### src/hdl/nc3_pkg.sv
// ---------------------------------------------------------------------------
// nc3_pkg
// Shared widths, register indexes and control types of the normalized
// 3x3 convolution block.
// ---------------------------------------------------------------------------
package nc3_pkg;

  // image geometry
  localparam int MAX_WIDTH  = 2048;
  localparam int MAX_HEIGHT = 4096;
  localparam int COL_W      = $clog2(MAX_WIDTH);   // column counter / line store address
  localparam int ROW_W      = $clog2(MAX_HEIGHT);  // row counter
  localparam int IMG_W_BITS = 12;                  // image_width register
  localparam int IMG_H_BITS = 13;                  // image_height register

  // arithmetic widths
  localparam int PIX_W     = 8;
  localparam int COEF_BITS = 16;
  localparam int CFG_W     = 3 * COEF_BITS;        // one packed kernel row
  localparam int PROD_W    = PIX_W + 1 + COEF_BITS;
  localparam int SUM_W     = 28;                   // 255 * 9 * 32768 fits signed
  localparam int MAG_W     = SUM_W - 1;
  localparam int ASUM_W    = 19;                   // 9 * 32768 fits
  localparam int QUO_W     = 17;                   // rounded quotient magnitude
  localparam int NUM_W     = MAG_W + 9;            // mag * 512 + asum
  localparam int DEN_W     = ASUM_W + 1;           // 2 * asum
  localparam int TAPS      = 9;
  localparam int TAP_IDX_W = $clog2(TAPS);

  // configuration register indexes
  localparam int CFG_IDX_W = 3;
  localparam logic [CFG_IDX_W-1:0] REG_ROW_TOP    = 3'd0;
  localparam logic [CFG_IDX_W-1:0] REG_ROW_MID    = 3'd1;
  localparam logic [CFG_IDX_W-1:0] REG_ROW_BOTTOM = 3'd2;
  localparam logic [CFG_IDX_W-1:0] REG_IMG_WIDTH  = 3'd3;
  localparam logic [CFG_IDX_W-1:0] REG_IMG_HEIGHT = 3'd4;

  // multiply-accumulate control
  typedef struct packed {
    logic clear;
    logic en;
  } nc3_mac_ctrl_t;

  // divider handshake status
  typedef struct packed {
    logic busy;
    logic done;
  } nc3_div_stat_t;

endpackage

### src/hdl/nc3_mac.sv
// ---------------------------------------------------------------------------
// nc3_mac
// Shared multiply-accumulate unit: one kernel tap per cycle while en is high, also sums the
// absolute coefficient values for normalization.
// ---------------------------------------------------------------------------
module nc3_mac
  import nc3_pkg::*;
(
  input  logic                        clk,
  input  logic                        rst_n,
  input  nc3_mac_ctrl_t               ctrl,
  input  logic [PIX_W-1:0]            tap,
  input  logic signed [COEF_BITS-1:0] coef,
  output logic signed [SUM_W-1:0]     sum_r,
  output logic [ASUM_W-1:0]           asum_r
);

  logic signed [PROD_W-1:0]     prod;
  logic signed [COEF_BITS:0]    coef_x;
  logic [COEF_BITS:0]           coef_abs;
  logic signed [SUM_W-1:0]      sum_nxt;
  logic [ASUM_W-1:0]            asum_nxt;

  // product and absolute coefficient
  always_comb begin
    prod     = $signed({1'b0, tap}) * coef;
    coef_x   = (COEF_BITS+1)'(coef);
    coef_abs = coef_x[COEF_BITS] ? unsigned'(-coef_x) : unsigned'(coef_x);
  end

  // accumulate
  always_comb begin
    sum_nxt  = sum_r;
    asum_nxt = asum_r;
    if (ctrl.clear) begin
      sum_nxt  = '0;
      asum_nxt = '0;
    end else if (ctrl.en) begin
      sum_nxt  = sum_r + SUM_W'(prod);
      asum_nxt = asum_r + ASUM_W'(coef_abs);
    end
  end

  always_ff @(posedge clk) begin
    if (!rst_n) begin
      sum_r  <= '0;
      asum_r <= '0;
    end else begin
      sum_r  <= sum_nxt;
      asum_r <= asum_nxt;
    end
  end

endmodule

### config.mk
export PLATFORM = sky130hd
export DESIGN_NAME = nc3_mac
export DESIGN_NICKNAME = d
export VERILOG_FILES = /design/src/hdl/nc3_pkg.sv /design/src/hdl/nc3_mac.sv
export SDC_FILE = /design/constraint.sdc
export NUM_CORES = 1
export LEC_CHECK = 0
export BUFFER_PORTS_ARGS = -buffer_cell sky130_fd_sc_hd__buf_2
export CAP_MARGIN = 20
export CORE_MARGIN = 2
export CORE_UTILIZATION = 55
export CTS_CLUSTER_DIAMETER = 80
export DETAILED_ROUTE_END_ITERATION = 7
export PLACE_DENSITY = 0.77
export SYNTH_ARGS = -nofsm -noshare
export SYNTH_HDL_FRONTEND = slang
export SYNTH_SLANG_ARGS = --single-unit
### constraint.sdc
create_clock -name clk -period 7.1 [get_ports clk]
set_clock_uncertainty 0.15 [all_clocks]
set_input_delay 1.065 -clock clk [delete_from_list [all_inputs] [get_ports clk]]
set_output_delay 1.065 -clock clk [all_outputs]
set_load 0.01 [all_outputs]
==> flow_summary.json <==
{
  "holdPathEnd": "sum_r[26]$_SDFFE_PP0P_",
  "reg2reg_to": "sum_r[27]$_SDFFE_PP0P_",
  "crit_fanout": 20,
  "rrSetupSlack_ns": 3.54,
  "cts_hold_buffers": 0,
  "synth_top_area_share_pct": 30.51,
  "grt_overflow": 0,
  "fin_nets": 1287,
  "placed_area_mm2": 0.008905,
  "p_leak_nw": 4.738,
  "grtUsageMet2_pct": 43.10,
  "pin_count": 75,
  "grt_max_degree": 45,
  "power_mw": 4.042,
  "hp-class": "reg -> reg",
  "stdcell_area_mm2": 0.009060,
  "combPwrFrac_pct": 84.4,
  "drv_slew": 0,
  "finalHoldViolations": 0,
  "antenna_found_initial": 0,
  "syn_nets": 1251,
  "seqPwrFrac_pct": 9.3,
  "grtUsageMet3_pct": 2.671,
  "start_util_pct": 55.88,
  "status": "finished clean",
  "diodes": 0,
  "ant_nets": 0,
  "powerDensity_mw_per_mm2": 446.2,
  "min_path_cells": 2,
  "setup_viol_count_final": 0,
  "chipWidth_um": 128.0,
  "drt_iter0_drc": 411,
  "async_reset_ff_share_pct": 0,
  "routabilityCongestion": 0.9023,
  "swShare_pct": 53.59,
  "grt_pass1_wl_mm": 32.35,
  "tns_ns": 0,
  "yosysWarningCount": 0,
  "drive_above_1_share_pct": 8.745,
  "cp.required_ns": 7.15,
  "clockPowerShare_pct": 6.3,
  "cts_setup_buffers": 0,
  "rsz0062_at_grt": "no",
  "wirelength_mm": 19.34,
  "max-clock-path-buffers": 2,
  "cts_inserted_buffers": 5,
  "cts.repair.resized": 0,
  "synth.most_common_cell": "inv_1",
  "final_core_util_pct": 59.82,
  "synthToLayoutAreaGrowth_pct": 7.052,
  "hp-start": "sum_r[26]$_SDFFE_PP0P_",
  "synth_area_mm2": 0.008463,
  "relSlewSlack_pct": 35.34,
  "ir_drop_uv": 420.9,
  "grtUsageMet1_pct": 32.16,
  "synth-seq-cells": 47,
  "dp.cells": 1232,
  "syn-instance-count": 1015,
  "r2r-start": "sum_r[10]$_SDFFE_PP0P_",
  "critical_path_class": "in -> reg",
  "reg2reg_depth": 12,
  "synth.distinct_cells": 56,
  "synth.area.top_cells": "fa_1, ha_1, dfxtp_1",
  "core_area_mm2": 0.01515,
  "firstDrtPassIters": 5,
  "placementRows": 45,
  "period_needed_ns": 6.495,
  "cts_tree": "done",
  "start_kind": "primary input",
  "seq_area_frac_synth_pct": 11.12,
  "die_area_mm2": 0.01640,
  "worstPathArrival_ns": 6.55,
  "cell_internal_pwr_mw": 1.876,
  "p_sw_mw": 2.166,
  "final_cells": 1240,
  "fmax_mhz": 154.0,
  "hpwl_mm": 15.56,
  "wl_per_cell_um": 15.60,
  "cts_sinks": 47,
  "cp-end-kind": "register",
  "drc": 0,
  "root_buffer": "clkbuf_16",
  "cap_violations": 0,
  "worstMarginPinSlew_ns": 0.9688,
  "vias": 6827,
  "clk_pin_slew_worst_paths_ns": 0.07,
  "die_h_um": 128.0,
  "grt_usage_pct": 24.62,
  "ys.flop_type": "dfxtp_1",
  "synth_top_cell_by_area": "fa_1",
  "insertion_delay_ns": 0.29,
  "avgSynthCellArea_um2": 8.338,
  "grt_busiest_layer": "met2",
  "synthTopCellsByCount": "inv_1, fa_1, nand2_1, ha_1, and2_1",
  "viasPerCell": 5.506,
  "period_share_pct": 91.48,
  "port_buffers": 74,
  "htreeDepth": 2,
  "grt_pass1_vias": 6843,
  "synth_edf_count": 0
}
worst max-delay path, stage by stage:
cell and delay (ns):
buf_2 0.30, nand2_1 0.20, fa_1 0.76, inv_1 0.11, fa_1 0.57, inv_1 0.12
fa_1 0.49, inv_1 0.05, fa_1 0.47, inv_1 0.05, fa_1 0.48, inv_1 0.04
ha_1 0.40, a21oi_1 0.14, nand3_1 0.11, a21oi_2 0.04, or3_1 0.39, and4_4 0.19
or4_1 0.39, a21oi_1 0.16
per-layer routing:
layer	routed length [um]	vias to the layer above
met5	0	-
met4	602	0
met3	658	39
met2	9698	165
met1	8385	3336
li1	-	3287
state kept, by name, indices dropped and copies added (netlist names):
register  count
sum_r        28
asum_r       19
kinds of logic after synthesis:
| family | Yosys count | synth area share, % |
|---|---|---|
| flip-flops | 47 | 11.12 |
| AO/OA/AOI/OAI | 155 | 11.96 |
| AND/OR/NAND/NOR | 295 | 16.69 |
| multiplexers | 21 | 2.498 |
| buffers and inverters | 243 | 10.84 |
| XOR/XNOR | 45 | 4.657 |
| other | 1 | 0.04431 |
| adder cells (fa/ha/maj) | 208 | 42.19 |
per-stage QoR:
stage | setup WS (ns) | hold WS (ns)
floorplan | 0.3994 | 0.3316
global placement | 0.4858 | 0.3001
detailed placement | 0.3504 | 0.3119
CTS | 0.5990 | 0.3208
global route | 0.3027 | 0.3569
finish | 0.6048 | 0.3168
placed cells by master (no fill, tap or decap), types with 4 or more instances in the layout:
cell and instances:
nand3_1 18, a31oi_1 12, o21bai_1 8, nor3_1 11, mux2i_1 20, nand2_1 104, fa_1 129, nor4_1 4
buf_2 74, and3_1 5, nand4_1 5, xor2_1 14, a211oi_1 7, inv_1 196, o21ai_0 26, ha_1 79
xnor2_1 31, nor2_1 61, a21oi_1 46, a21o_1 18, and2_1 72, o21a_1 4, clkbuf_16 5, dfxtp_1 47
nor2b_1 4, o31ai_1 5, o41ai_1 4
power groups by stage:
stage / registers (mW) / logic, mW / clock network (mW)
2_1_floorplan: 0.389 / 2.65 / 0
4_1_cts: 0.375 / 3.40 / 0.256
5_1_grt: 0.383 / 3.87 / 0.271
6_report: 0.376 / 3.41 / 0.255
3_3_place_gp: 0.380 / 3.31 / 0
3_5_place_dp: 0.380 / 3.37 / 0
worst max path at each step:
stage	start	endpoint	slack, ns	depth (start not counted)
after floorplan	coef[15]	sum_r[27]$_SDFFE_PP0P_	0.40	22
after global placement	tap[2]	sum_r[24]$_SDFFE_PP0P_	0.49	22
after detailed placement	coef[15]	sum_r[27]$_SDFFE_PP0P_	0.35	20
after CTS	coef[15]	sum_r[27]$_SDFFE_PP0P_	0.60	20
after global routing	coef[15]	sum_r[27]$_SDFFE_PP0P_	0.30	20
final	coef[15]	sum_r[27]$_SDFFE_PP0P_	0.60	20
cell type report:
class / count / area [um^2]
tap: 188 / 235.2
clock inverter: 2 / 16.27
sequential: 47 / 940.9
clock buffer: 6 / 138.9
fill: 1375 / 6086
multi-input combinational: 725 / 6608
inverter: 196 / 735.7
timing repair buffer: 76 / 385.4
(Power assumes the default switching activity.)
