--- src/hdl/nc3_pkg.sv ---
// ---------------------------------------------------------------------------
// nc3_pkg
// Shared widths, register indexes and control types of the normalized
// 3x3 convolution block.
// ---------------------------------------------------------------------------
package nc3_pkg;

  // image geometry
  localparam int MAX_WIDTH  = 2048;
  localparam int MAX_HEIGHT = 4096;
  localparam int COL_W      = $clog2(MAX_WIDTH);   // column counter / line store address
  localparam int ROW_W      = $clog2(MAX_HEIGHT);  // row counter
  localparam int IMG_W_BITS = 12;                  // image_width register
  localparam int IMG_H_BITS = 13;                  // image_height register

  // arithmetic widths
  localparam int PIX_W     = 8;
  localparam int COEF_BITS = 16;
  localparam int CFG_W     = 3 * COEF_BITS;        // one packed kernel row
  localparam int PROD_W    = PIX_W + 1 + COEF_BITS;
  localparam int SUM_W     = 28;                   // 255 * 9 * 32768 fits signed
  localparam int MAG_W     = SUM_W - 1;
  localparam int ASUM_W    = 19;                   // 9 * 32768 fits
  localparam int QUO_W     = 17;                   // rounded quotient magnitude
  localparam int NUM_W     = MAG_W + 9;            // mag * 512 + asum
  localparam int DEN_W     = ASUM_W + 1;           // 2 * asum
  localparam int TAPS      = 9;
  localparam int TAP_IDX_W = $clog2(TAPS);

  // configuration register indexes
  localparam int CFG_IDX_W = 3;
  localparam logic [CFG_IDX_W-1:0] REG_ROW_TOP    = 3'd0;
  localparam logic [CFG_IDX_W-1:0] REG_ROW_MID    = 3'd1;
  localparam logic [CFG_IDX_W-1:0] REG_ROW_BOTTOM = 3'd2;
  localparam logic [CFG_IDX_W-1:0] REG_IMG_WIDTH  = 3'd3;
  localparam logic [CFG_IDX_W-1:0] REG_IMG_HEIGHT = 3'd4;

  // multiply-accumulate control
  typedef struct packed {
    logic clear;
    logic en;
  } nc3_mac_ctrl_t;

  // divider handshake status
  typedef struct packed {
    logic busy;
    logic done;
  } nc3_div_stat_t;

endpackage

--- src/hdl/nc3_div.sv ---
// ---------------------------------------------------------------------------
// nc3_div
// Iterative restoring divider: computes round(mag * 256 / asum) with ties
// away from zero as (mag * 512 + asum) / (2 * asum), one quotient bit a cycle.
// ---------------------------------------------------------------------------
module nc3_div
  import nc3_pkg::*;
(
  input  logic               clk,
  input  logic               rst_n,
  input  logic               start,
  input  logic [MAG_W-1:0]   mag,
  input  logic [ASUM_W-1:0]  asum,
  output nc3_div_stat_t      stat,
  output logic [QUO_W-1:0]   quo
);

  localparam int CNT_W = $clog2(QUO_W);

  logic [NUM_W-1:0] num;
  logic [DEN_W-1:0] rem_r, rem_nxt;
  logic [DEN_W-1:0] den_r;
  logic [QUO_W-1:0] quo_r, quo_nxt;
  logic [CNT_W-1:0] cnt_r;
  logic             busy_r;
  logic             done_r;
  logic [DEN_W:0]   trial;
  logic [DEN_W:0]   diff;
  logic             fits;

  // numerator; its top bits already sit below the divisor since quo < 2^QUO_W
  assign num = {mag, 9'd0} + NUM_W'(asum);

  // one restoring step
  always_comb begin
    trial   = {rem_r, quo_r[QUO_W-1]};
    diff    = trial - {1'b0, den_r};
    fits    = (trial >= {1'b0, den_r});
    rem_nxt = fits ? diff[DEN_W-1:0] : trial[DEN_W-1:0];
    quo_nxt = {quo_r[QUO_W-2:0], fits};
  end

  // control
  always_ff @(posedge clk) begin
    if (!rst_n) begin
      busy_r <= 1'b0;
      done_r <= 1'b0;
      cnt_r  <= '0;
    end else begin
      if (start) begin
        busy_r <= 1'b1;
        cnt_r  <= '0;
        done_r <= 1'b0;
      end else if (busy_r) begin
        cnt_r <= cnt_r + 1'b1;
        if (cnt_r == CNT_W'(QUO_W - 1)) begin
          busy_r <= 1'b0;
          done_r <= 1'b1;
        end else begin
          done_r <= 1'b0;
        end
      end else begin
        done_r <= 1'b0;
      end
    end
  end

  // datapath
  always_ff @(posedge clk) begin
    if (start) begin
      rem_r <= DEN_W'(num[NUM_W-1:QUO_W]);
      quo_r <= num[QUO_W-1:0];
      den_r <= {asum, 1'b0};
    end else if (busy_r) begin
      rem_r <= rem_nxt;
      quo_r <= quo_nxt;
    end
  end

  assign stat.busy = busy_r;
  assign stat.done = done_r;
  assign quo       = quo_r;

endmodule

--- config.mk ---
export PLATFORM = sky130hd
export DESIGN_NAME = nc3_div
export DESIGN_NICKNAME = d
export VERILOG_FILES = /design/src/hdl/nc3_pkg.sv /design/src/hdl/nc3_div.sv
export SDC_FILE = /design/constraint.sdc
export NUM_CORES = 1
export LEC_CHECK = 0
export BUFFER_PORTS_ARGS = -buffer_cell sky130_fd_sc_hd__buf_2
export CELL_PAD_IN_SITES_DETAIL_PLACEMENT = 1
export CELL_PAD_IN_SITES_GLOBAL_PLACEMENT = 1
export CORE_MARGIN = 3
export CORE_UTILIZATION = 40
export CTS_CLUSTER_SIZE = 20
export DETAILED_ROUTE_END_ITERATION = 16
export PLACE_DENSITY = 0.74
export SLEW_MARGIN = 20
export SYNTH_ARGS = -nofsm -noshare
export SYNTH_HDL_FRONTEND = slang
export SYNTH_SLANG_ARGS = --single-unit
--- constraint.sdc ---
create_clock -name clk -period 3 [get_ports clk]
set_input_delay 0.15 -clock clk [delete_from_list [all_inputs] [get_ports clk]]
set_output_delay 0.15 -clock clk [all_outputs]
set_load 0.05 [all_outputs]
==> results.py <==
metrics = {
    "yosys": {
        "synth-edff-count": 55,
        "ys_warn_count": 0,
        "synth_area_mm2": 0.00455,
        "ys_ff_latch": 63,
        "synth.top_cells.by_area": "edfxtp_1 (36%), ha_1 (8.5%), xnor2_1 (5.2%)",
        "yosysSeqAreaShare_pct": 39.8,
        "ys.flop_type": "edfxtp_1",
        "synth.top_cell.area_share_pct": 36.3,
        "yosysUniqueCellTypes": 64,
        "avgSynthCellArea_um2": 10.2,
        "synthCells": 445,
        "async_flop_share_pct": 0,
        "synthesis.nets": 527,
        "synth_top_area_cell": "edfxtp_1",
    },
    "cells_and_area": {
        "final_common_cell": "buf_2",
        "most-common-layout-cells": "buf_2 (67), edfxtp_1 (55), inv_1 (38)",
        "layout-drive-gt1-share_pct": 24.0,
        "antennaDiodeCount": 0,
        "fin_nets": 610,
        "final_cell_area_mm2": 0.00546,
        "areaGrowthSynthToFinish_pct": 20.0,
    },
    "detailed_routing": {
        "dr.pass1.iters": 4,
        "ant_nets": 0,
        "dr_total_vias": 3654,
        "routed_wl_um": 12300,
        "drcViolationCount": 0,
        "wl_per_cell_um": 18.3,
        "drt-initial-drc-count": 121,
        "avgViaCountPerCell": 5.43,
    },
    "critical_path": {
        "crit_path_max_incr_delay_ns": 0.42,
        "path_cells": "inv_1, ha_1, inv_1, fa_1, a211oi_2, o21ai_1, a21oi_2, a21boi_2, or2_1, buf_4, a311oi_2, a21oi_1",
        "end_kind": "flip-flop",
        "cp.arrival_ns": 2.87,
        "crit_slowest_cell": "fa_1",
        "r2r_end": "rem_r[10]",
        "worst-setup-path-type": "reg -> reg",
        "rr_worst_depth": 12,
        "start_kind": "flip-flop",
        "critPathRequiredTime_ns": 3.08,
        "rr_startpoint": "rem_r[0]",
        "crit_buf_inv": 3,
        "cp_common_cell": "inv_1",
        "r2r_slack_ns": 0.21,
        "cp_max_fo": 10,
        "crit_family": "compound AO/OA/AOI/OAI gates",
    },
    "power_and_ir_drop": {
        "p_sw_share_pct": 37.0,
        "p_int_mw": 2.60,
        "power_frac_comb_pct": 42.4,
        "power.share.sequential_pct": 30.1,
        "p_per_area_mw_per_mm2": 754,
        "clockPowerShare_pct": 27.5,
        "p_leak_nw": 2.25,
        "ir_drop_v": 0.000354,
        "switchingPower_mw": 1.52,
    },
    "timing": {
        "relSlewSlack_pct": 59.8,
        "setup_viol": 0,
        "worstMarginPinSlew_ns": 0.602,
        "rsz0062_at_grt": "false",
        "fin_setup_tns_ns": 0,
        "finalHoldViolations": 0,
        "max_freq_mhz": 358,
        "skew_ns": 0.00698,
        "period_share_pct": 93.1,
        "finalMaxSlewViolations": 0,
        "layout_min_cycle_time_ns": 2.79,
    },
    "global_route": {
        "grt_max_degree": 37,
        "grt_overflow": 0,
        "antenna_found_initial": 0,
        "grt_pass1_vias": 3823,
        "grt_pass1_wl_um": 20300,
        "grtUsageTotal_pct": 20.3,
    },
    "place": {
        "dp_hpwl_um": 9270,
        "dpl_cell_area_mm2": 0.00503,
        "gp_congestion": 0.919,
        "numPortBuffers": 67,
    },
    "cts": {
        "cts_num_sinks": 63,
        "cts_made_buffers": 9,
        "cts_tree": "yes",
        "cts_root_buf": "clkbuf_16",
        "cts_buffer_depth": 2,
        "clk_pin_slew_worst_paths_ns": 0.06,
        "h-tree-depth": 3,
        "clkLatencyLatePin_ns": 0.34,
    },
    "worst_hold_path": {
        "hold_end": "den_r[10]",
        "hold_depth": 1,
        "worstHoldStart": "asum[9]",
        "holdCritPathClass": "in -> reg",
    },
    "floorplanning": {
        "die_height_um": 113,
        "initial_core_util_pct": 41.4,
        "io_pins": 68,
        "die-area_mm2": 0.0127,
        "die_x_um": 113,
        "core-area_mm2": 0.0110,
        "rows": 38,
    },
    "run": {
        "maxCapViolCount": 0,
    },
    "outcome": {
        "status": "finished, final reports clean",
    },
}
## flip-flops by register name (all words and copies together) (netlist names)
| register | cells |
|---|---|
| rem_r | 20 |
| cnt_r | 5 |
| busy_r | 1 |
| den_r | 19 |
| done_r | 1 |
| quo | 17 |
## Yosys cell counts, types with 6 or more instances
master	number
or3_1	6
edfxtp_1	55
ha_1	31
nor3_1	13
a21o_1	8
o21ai_0	18
dfxtp_1	8
o21a_1	9
mux2i_1	20
nand4_1	8
inv_1	38
clkbuf_1	6
a21oi_1	21
nor2_1	37
xnor2_1	27
nand2_1	22
nand3_1	11
xor2_1	11
mux2_2	17
## cells by family after synthesis
logic type,share of synthesized area (%)
AO/OA/AOI/OAI,15.7
XOR/XNOR,7.32
adder cells (fa/ha/maj),9.41
buffers and inverters,5.36
flip-flops,39.8
multiplexers,8.94
AND/OR/NAND/NOR,13.4
## area by class of cell
class                      count  area, µm²
multi-input combinational    329       2500
timing repair buffer          87        510
inverter                      38        143
sequential                    63       1810
tap                          140        175
fill                        1231       5530
clock inverter                 6       85.1
clock buffer                  10        229
## per-layer routing
metal  track usage, %  vias to the layer above  share of wire [%]
li1                 -                     1800                  -
met5                0                        -                  0
met1             26.0                     1759                 44
met2             33.5                       82                 49
met4             8.25                        0                2.6
met3             3.99                       13                3.8
## what timing repair did
item | 4_1_cts | 5_1_grt
setup endpoints to repair | 0 | 15
hold endpoints to repair | 10 | 0
gates resized for setup | 0 | 2
setup buffers | 0 | 1
hold buffers | 10 | 0
## power by group through the flow
stage	Clock [mW]	Combinational (mW)	Sequential [mW]
3_5_place_dp	0	1.71	1.25
4_1_cts	1.15	1.74	1.24
2_1_floorplan	0	1.23	1.33
3_3_place_gp	0	1.65	1.25
5_1_grt	1.19	1.92	1.26
6_report	1.13	1.75	1.24
## worst max-delay path by stage
stage	startpoint	end	slack, ns	cells past startpoint
6_report	rem_r[0]	rem_r[10]	0.21	12
5_1_grt	rem_r[0]	rem_r[10]	0.02	12
4_1_cts	rem_r[0]	rem_r[10]	0.14	12
3_5_place_dp	asum[9]	rem_r[14]	0.13	11
3_3_place_gp	asum[9]	rem_r[14]	0.23	11
2_1_floorplan	rem_r[0]	quo[0]	0.32	12
## through the flow
step | power (mW) | setup slack (ns) | utilization (%) | std cells | hold WS [ns]
after floorplan | 2.56 | 0.320 | - | 445 | 0.249
after global placement | 2.90 | 0.229 | 45.8 | 646 | 0.342
after detailed placement | 2.96 | 0.130 | 45.8 | 646 | 0.342
after CTS | 4.13 | 0.143 | 49.5 | 672 | 0.000179
after global routing | 4.37 | 0.0248 | 49.7 | 673 | 0.00439
final | 4.12 | 0.206 | 49.7 | 673 | 0.0117
Power figures use the tool's default switching activity.
